===== src/hw/rtl/psxp_pkg.sv =====
// psxp_pkg: transaction types and fixed protocol constants for the pad slave
// no dependencies; used by psxp_engine and psx_digital_pad_slave_core
package psxp_pkg;

	typedef struct packed {
		logic [1:0]  kind;
		logic        cmd_bit;
		logic [12:0] buttons;
	} in_t;

	typedef struct packed {
		logic data_out;
		logic data_enable;
		logic ack_pulse;
		logic byte_done;
	} out_t;

	localparam logic [1:0] KIND_ATT_FALL = 2'd0;
	localparam logic [1:0] KIND_CLK_FALL = 2'd1;
	localparam logic [1:0] KIND_CLK_RISE = 2'd2;
	localparam logic [1:0] KIND_ATT_RISE = 2'd3;

	localparam logic [7:0] CMD_START   = 8'h01;
	localparam logic [7:0] CMD_POLL    = 8'h42;
	localparam logic [7:0] ID_RESET    = 8'h41;
	localparam logic [7:0] REPLY_READY = 8'h5A;
	localparam logic [7:0] BYTE_IDLE   = 8'hFF;
	localparam logic [7:0] BYTE_ZERO   = 8'h00;

endpackage


===== src/hw/rtl/psx_digital_pad_slave_core.sv =====
// psx_digital_pad_slave_core: top level, edge event in, pad response out
// result register with a skid stage; depends on psxp_pkg and psxp_engine
// accepted event's result goes to result register, or skid stage if stalled
// throughput: one event per cycle, limited only by the two-entry result buffer
// in_ready drops only when both result register and skid stage are full
// reset: idle, id byte 0x41, reply byte 0xff, button bytes all released
module psx_digital_pad_slave_core (
	input  logic            clk,
	input  logic            arst_n,
	input  logic            in_valid,
	output logic            in_ready,
	input  psxp_pkg::in_t   in_data,
	output logic            out_valid,
	input  logic            out_ready,
	output psxp_pkg::out_t  out_data,
	input  logic            cfg_we,
	input  logic [7:0]      cfg_data
);

	psxp_pkg::out_t result;
	psxp_pkg::out_t out_q, skid_q;
	logic           out_valid_q, skid_valid_q;
	logic           push;

	assign in_ready  = ~skid_valid_q;
	assign push      = in_valid & in_ready;
	assign out_valid = out_valid_q;
	assign out_data  = out_q;

	psxp_engine u_engine (
		.clk      (clk),
		.arst_n   (arst_n),
		.accept   (push),
		.item     (in_data),
		.cfg_we   (cfg_we),
		.cfg_data (cfg_data),
		.result   (result)
	);

	always_ff @(posedge clk or negedge arst_n) begin
		if (!arst_n) begin
			out_valid_q  <= 1'b0;
			skid_valid_q <= 1'b0;
		end else if (!out_valid_q || out_ready) begin
			out_valid_q  <= skid_valid_q | push;
			skid_valid_q <= 1'b0;
		end else if (push) begin
			skid_valid_q <= 1'b1;
		end
	end

	always_ff @(posedge clk) begin
		if (!out_valid_q || out_ready) begin
			out_q <= skid_valid_q ? skid_q : result;
		end else if (push) begin
			skid_q <= result;
		end
	end

	a_skid_behind_out: assert property (@(posedge clk) disable iff (!arst_n)
		skid_valid_q |-> out_valid_q)
		else $error("skid stage full with empty result register");

	a_skid_drains_first: assert property (@(posedge clk) disable iff (!arst_n)
		skid_valid_q && out_ready |=> out_valid_q && !skid_valid_q
			&& out_q == $past(skid_q))
		else $error("skid transaction not moved to result register");

	a_push_lands: assert property (@(posedge clk) disable iff (!arst_n)
		push |=> out_valid_q)
		else $error("accepted transaction lost");

endmodule


===== src/hw/rtl/psxp_engine.sv =====
// psxp_engine: serial link state, shift registers and header check
// computes one result per accepted edge event; depends on psxp_pkg
module psxp_engine (
	input  logic            clk,
	input  logic            arst_n,
	input  logic            accept,
	input  psxp_pkg::in_t   item,
	input  logic            cfg_we,
	input  logic [7:0]      cfg_data,
	output psxp_pkg::out_t  result
);

	typedef enum logic [2:0] {
		PH_IDLE,
		PH_B0,
		PH_B1,
		PH_B2,
		PH_B3,
		PH_B4,
		PH_DRAIN
	} phase_t;

	phase_t     phase_q, phase_d;
	logic [2:0] bit_count_q, bit_count_d;
	logic [7:0] tx_shift_q, tx_shift_d;
	logic [7:0] rx_shift_q, rx_shift_d;
	logic [7:0] pad_low_q, pad_low_d;
	logic [7:0] pad_high_q, pad_high_d;
	logic [7:0] id_byte_q;
	logic [7:0] rx_next;
	logic       data_out, ack, done;

	assign rx_next = {item.cmd_bit, rx_shift_q[7:1]};

	always_comb begin
		phase_d     = phase_q;
		bit_count_d = bit_count_q;
		tx_shift_d  = tx_shift_q;
		rx_shift_d  = rx_shift_q;
		pad_low_d   = pad_low_q;
		pad_high_d  = pad_high_q;
		data_out    = 1'b1;
		ack         = 1'b0;
		done        = 1'b0;
		if (item.kind == psxp_pkg::KIND_ATT_FALL) begin
			// active-low button bytes, unused bits held high
			pad_low_d   = {~item.buttons[5], ~item.buttons[4], ~item.buttons[3],
				~item.buttons[2], ~item.buttons[1], 1'b1, 1'b1, ~item.buttons[0]};
			pad_high_d  = {~item.buttons[12], ~item.buttons[11], ~item.buttons[10],
				~item.buttons[9], 1'b1, ~item.buttons[8], ~item.buttons[7],
				~item.buttons[6]};
			phase_d     = PH_B0;
			bit_count_d = '0;
			tx_shift_d  = psxp_pkg::BYTE_IDLE;
			rx_shift_d  = '0;
		end else if (item.kind == psxp_pkg::KIND_ATT_RISE) begin
			phase_d     = PH_IDLE;
			bit_count_d = '0;
			tx_shift_d  = psxp_pkg::BYTE_IDLE;
			rx_shift_d  = '0;
		end else if (phase_q != PH_IDLE) begin
			if (item.kind == psxp_pkg::KIND_CLK_FALL) begin
				data_out   = tx_shift_q[0];
				tx_shift_d = {1'b0, tx_shift_q[7:1]};
			end else begin
				rx_shift_d  = rx_next;
				bit_count_d = bit_count_q + 3'd1;
				if (bit_count_q == 3'd7) begin
					done = 1'b1;
					ack  = 1'b1;
					case (phase_q)
						PH_B0: begin
							if (rx_next == psxp_pkg::CMD_START) begin
								tx_shift_d = id_byte_q;
								phase_d    = PH_B1;
							end else begin
								ack        = 1'b0;
								tx_shift_d = psxp_pkg::BYTE_ZERO;
								phase_d    = PH_DRAIN;
							end
						end
						PH_B1: begin
							if (rx_next == psxp_pkg::CMD_POLL) begin
								tx_shift_d = psxp_pkg::REPLY_READY;
								phase_d    = PH_B2;
							end else begin
								ack        = 1'b0;
								tx_shift_d = psxp_pkg::BYTE_ZERO;
								phase_d    = PH_DRAIN;
							end
						end
						PH_B2: begin
							tx_shift_d = pad_low_q;
							phase_d    = PH_B3;
						end
						PH_B3: begin
							tx_shift_d = pad_high_q;
							phase_d    = PH_B4;
						end
						default: begin
							tx_shift_d = psxp_pkg::BYTE_ZERO;
							phase_d    = PH_DRAIN;
						end
					endcase
				end
			end
		end
	end

	assign result.data_out    = data_out;
	assign result.data_enable = (phase_d != PH_IDLE);
	assign result.ack_pulse   = ack;
	assign result.byte_done   = done;

	always_ff @(posedge clk or negedge arst_n) begin
		if (!arst_n) begin
			phase_q     <= PH_IDLE;
			bit_count_q <= '0;
			tx_shift_q  <= psxp_pkg::BYTE_IDLE;
			rx_shift_q  <= '0;
			pad_low_q   <= psxp_pkg::BYTE_IDLE;
			pad_high_q  <= psxp_pkg::BYTE_IDLE;
		end else if (accept) begin
			phase_q     <= phase_d;
			bit_count_q <= bit_count_d;
			tx_shift_q  <= tx_shift_d;
			rx_shift_q  <= rx_shift_d;
			pad_low_q   <= pad_low_d;
			pad_high_q  <= pad_high_d;
		end
	end

	always_ff @(posedge clk or negedge arst_n) begin
		if (!arst_n) begin
			id_byte_q <= psxp_pkg::ID_RESET;
		end else if (cfg_we) begin
			id_byte_q <= cfg_data;
		end
	end

	// idle means a clean exchange context
	a_idle_clean: assert property (@(posedge clk) disable iff (!arst_n)
		phase_q == PH_IDLE |-> bit_count_q == 3'd0 && rx_shift_q == 8'h00
			&& tx_shift_q == psxp_pkg::BYTE_IDLE)
		else $error("idle with stale shift state");

	a_att_fall: assert property (@(posedge clk) disable iff (!arst_n)
		accept && item.kind == psxp_pkg::KIND_ATT_FALL |=> phase_q == PH_B0
			&& bit_count_q == 3'd0)
		else $error("attention fall did not restart exchange");

	a_done_on_eighth: assert property (@(posedge clk) disable iff (!arst_n)
		accept && result.byte_done |-> item.kind == psxp_pkg::KIND_CLK_RISE
			&& bit_count_q == 3'd7 && result.data_enable)
		else $error("byte completed off the eighth rise");

endmodule

===== config.mk =====
export PLATFORM = sky130hd
export DESIGN_NAME = psx_digital_pad_slave_core
export DESIGN_NICKNAME = d
export VERILOG_FILES = /design/src/hw/rtl/psxp_pkg.sv /design/src/hw/rtl/psx_digital_pad_slave_core.sv /design/src/hw/rtl/psxp_engine.sv
export SDC_FILE = /design/constraint.sdc
export NUM_CORES = 1
export LEC_CHECK = 0
export ABC_AREA = 1
export BUFFER_PORTS_ARGS = -buffer_cell sky130_fd_sc_hd__clkbuf_2
export CAP_MARGIN = 0
export CORE_MARGIN = 2
export CORE_UTILIZATION = 45
export CTS_CLUSTER_SIZE = 16
export DETAILED_ROUTE_END_ITERATION = 8
export PLACE_DENSITY_LB_ADDON = 0.3
export SYNTH_ARGS = -nofsm -noshare
export SYNTH_HDL_FRONTEND = slang
export SYNTH_SLANG_ARGS = --single-unit
export TNS_END_PERCENT = 5

===== constraint.sdc =====
create_clock -name clk -period 3 [get_ports clk]
set_clock_uncertainty 0.2 [all_clocks]
set_input_delay 0.15 -clock clk [delete_from_list [all_inputs] [get_ports clk]]
set_output_delay 0.15 -clock clk [all_outputs]
set_load 0.03 [all_outputs]

==> flow_metrics.tcl <==
set metrics [dict create \
    cts_tree "built" \
    cts_resized 0 \
    rsz0062_at_grt "false" \
    postCtsSetupRepairBufs 0 \
    synthFlopType "dfstp_2" \
    htreeDepth 2 \
    hold_path.startpoint "cfg_we" \
    crit_slowest_cell "dlygate4sd3_1" \
    grt_pass1_wl_um 8960 \
    hold_viol 0 \
    ctsRootBufferMaster "clkbuf_8" \
    syn_area_mm2 0.00260 \
    synth_warnings 0 \
    syn_inst 292 \
    avgViaCountPerCell 4.78 \
    min_to "u_engine.id_byte_q[2]$_DFFE_PN0P_" \
    r2r-end "u_engine.tx_shift_q[7]$_DFFE_PN1P_" \
    crit_required_ns 3.05 \
    die_area_mm2 0.00641 \
    dieWidth_um 80.1 \
    synth_edf_count 8 \
    path_cells "dlygate4sd3_1 > clkbuf_2 > inv_1 > ha_1 > inv_1 > nand3_1 > nand3_4 > clkinv_2 > nor2_1 > a31oi_1 > dlygate4sd3_1" \
    ys_seq_elements 52 \
    ant_nets 0 \
    gr-usage-met2_pct 27.6 \
    cpLargestDelayFamily "buffers and inverters" \
    worst-setup-path-type "in2reg" \
    worstReg2RegStart "u_engine.bit_count_q[0]$_DFFE_PN0P_" \
    ys_async_sr_fraction_pct 84.6 \
    period_needed_ns 2.71 \
    diodes 0 \
    cts_buffer_depth 2 \
    start_kind "primary input" \
    powerDensity_mw_per_mm2 538 \
    grt_antenna_before_repair 0 \
    cp.arrival_ns 2.76 \
    nNetsFinal 391 \
    num_vias 2056 \
    coreArea_mm2 0.00554 \
    drt_wl_total_um 5150 \
    power_frac_clock_pct 23.5 \
    syn_nets 326 \
    cts.sinks 52 \
    synth_top_area_cell "dfstp_2" \
    cp-end-kind "flip-flop" \
    wl_per_cell_um 12.0 \
    avgSynthCellArea_um2 8.91 \
    maxSlewHeadroom_pct 64.1 \
    io_pins 35 \
    max_cap_violations 0 \
    drv_slew 0 \
    power_switching_mw 0.500 \
    start_util_pct 47.0 \
    max-vdd-ir-drop_mv 0.298 \
    met3_usage_pct 4.04 \
    numCtsBuffers 5 \
    place_congestion 0.859 \
    drtIter0Drc 112 \
    placementRows 27 \
    netlist_top_cells_area "dfstp_2, dfrtp_1, nand2_1" \
    setup_violations 0 \
    clkLatencyLatePin_ns 0.30 \
    drc 0 \
    port_buffers 34 \
    critPathMaxFanout 10 \
    hpwl_um 3650 \
    status "complete, no violations" \
    seqPwrFrac_pct 55.3 \
    power.leakage_nw 1.46 \
    grt_use_total_pct 18.1 \
    swShare_pct 29.0 \
    post-place-ws_ns 0.981 \
    dp_cells 393 \
    grt.busiest_layer "met2" \
    ys_types 33 \
    period_share_pct 90.4 \
    grt_pass1_vias 2016 \
    instances_no_fill 430 \
    drt_first_pass_iters 4 \
    hold_buffers 29 \
    ys_seq_area_share_pct 52.6 \
    regToRegSetupSlack_ns 0.67 \
    clk_pin_slew_ns 0.09 \
    postLayoutSetupSlackWorst_ns 0.287 \
    worstMarginPinSlew_ns 0.539 \
    setup_tns_ns 0 \
    grt_use_met1_pct 24.5 \
    cp_num_buf_inv 6 \
    hold_path_depth 3 \
    grt_max_degree 45 \
    cp_slowest_stage_delay_ns 0.57 \
    grt.overflow.total 0 \
    rr_worst_depth 9 \
    fillers 505 \
    synth_top_area_share_pct 23.2 \
    p_comb_share_pct 21.2 \
    synthToLayoutAreaGrowth_pct 23.2 \
    drive_gt1_share_pct 27.1 \
    hp-class "in2reg" \
    clock.fmax_mhz 369 \
    fp.dieH_um 80.1 \
    p_int_mw 1.22 \
]
-- cells in the final DEF, fill, tap and decap left out, drive strengths merged --
master | Yosys | final
nor3 | 4 | 4
a22oi | 1 | 1
clkinv | 1 | 1
a21oi | 6 | 6
a211oi | 6 | 6
dfstp | 23 | 23
nand3 | 13 | 13
nand2 | 75 | 75
o21ai | 35 | 35
o22ai | 7 | 7
dlygate4sd3 | 0 | 29
o211ai | 1 | 1
clkbuf | 2 | 42
dfrtp | 21 | 21
mux2 | 2 | 2
buf | 5 | 2
inv | 38 | 38
edfxtp | 8 | 8
a31oi | 2 | 2
ha | 5 | 5
or2 | 1 | 1
nor2 | 31 | 31
nand4 | 5 | 5
-- cell usage after synthesis, drive strengths merged, types with 2 or more instances --
library cell	number
o22ai	7
buf	5
dfrtp	21
nand3	13
o21ai	35
inv	38
clkbuf	2
a211oi	6
edfxtp	8
nand4	5
a31oi	2
nand2	75
ha	5
mux2	2
nor2	31
nor3	4
a21oi	6
dfstp	23
-- power by group through the flow --
stage / clock [mW] / sequential [mW] / combinational (mW)
5_1_grt: 0.450 / 0.970 / 0.417
3_5_place_dp: 0 / 0.966 / 0.332
4_1_cts: 0.421 / 0.953 / 0.368
3_3_place_gp: 0 / 0.964 / 0.324
6_report: 0.406 / 0.953 / 0.365
2_1_floorplan: 0 / 0.953 / 0.251
-- area by class of cell --
class	count	area (um2)	area share, %
inverter	39	148	4.60
sequential	52	1370	42.7
tap	72	90.1	2.81
multi-input combinational	194	1030	32.2
clock buffer	8	90.1	2.81
timing repair buffer	65	475	14.8
-- flip-flops by register name, summed over array words and instances (netlist names) --
register	flops
u_engine.rx_shift_q	7
u_engine.phase_q	3
skid_valid_q	1
skid_q	4
out_valid	1
u_engine.bit_count_q	3
u_engine.tx_shift_q	8
u_engine.pad_high_q	7
u_engine.pad_low_q	6
u_engine.id_byte_q	8
out_data	4
-- worst min-delay path, cell delays in order --
cell and delay [ns]:
clkbuf_2 0.18, nand2_1 0.09, o21ai_0 0.06
-- metrics by stage --
step	hold WS, ns	power (mW)	cell area, um2	utilization, %
floorplan	-0.346	1.20	2600	-
global placement	0.0571	1.29	2830	51.0
detailed placement	0.0625	1.30	2830	51.0
CTS	0.00716	1.74	3210	57.9
global route	0.0370	1.84	3210	57.9
finish	0.0131	1.72	3210	57.9
-- how the worst max path moves through the flow --
stage	startpoint	endpoint	slack [ns]	cells past startpoint
2_1_floorplan	u_engine.bit_count_q[0]$_DFFE_PN0P_	skid_q[2]$_DFFE_PP_	1.13	9
3_3_place_gp	u_engine.bit_count_q[0]$_DFFE_PN0P_	skid_q[2]$_DFFE_PP_	1.05	7
3_5_place_dp	u_engine.bit_count_q[0]$_DFFE_PN0P_	skid_q[2]$_DFFE_PP_	0.98	7
4_1_cts	in_data[15]	u_engine.tx_shift_q[7]$_DFFE_PN1P_	0.35	11
5_1_grt	in_data[15]	u_engine.tx_shift_q[7]$_DFFE_PN1P_	0.16	11
6_report	in_data[15]	u_engine.tx_shift_q[7]$_DFFE_PN1P_	0.29	11
-- metal layers --
layer / vias to the layer above / part of all wire [%]
li1: 1081 / -
met1: 933 / 49
met2: 32 / 45
met3: 10 / 3.1
met4: 0 / 2.6
met5: - / 0
-- kinds of logic after synthesis --
kind of cell    Yosys count  share of synthesized area (%)
fa+ha+maj                 5                           2.40
buf+inv                  46                           7.64
flops                    52                           52.6
mux                       2                          0.865
simple gates            129                           24.1
compound gates           58                           12.4
Note: power is estimated with default switching activity, not from simulation.
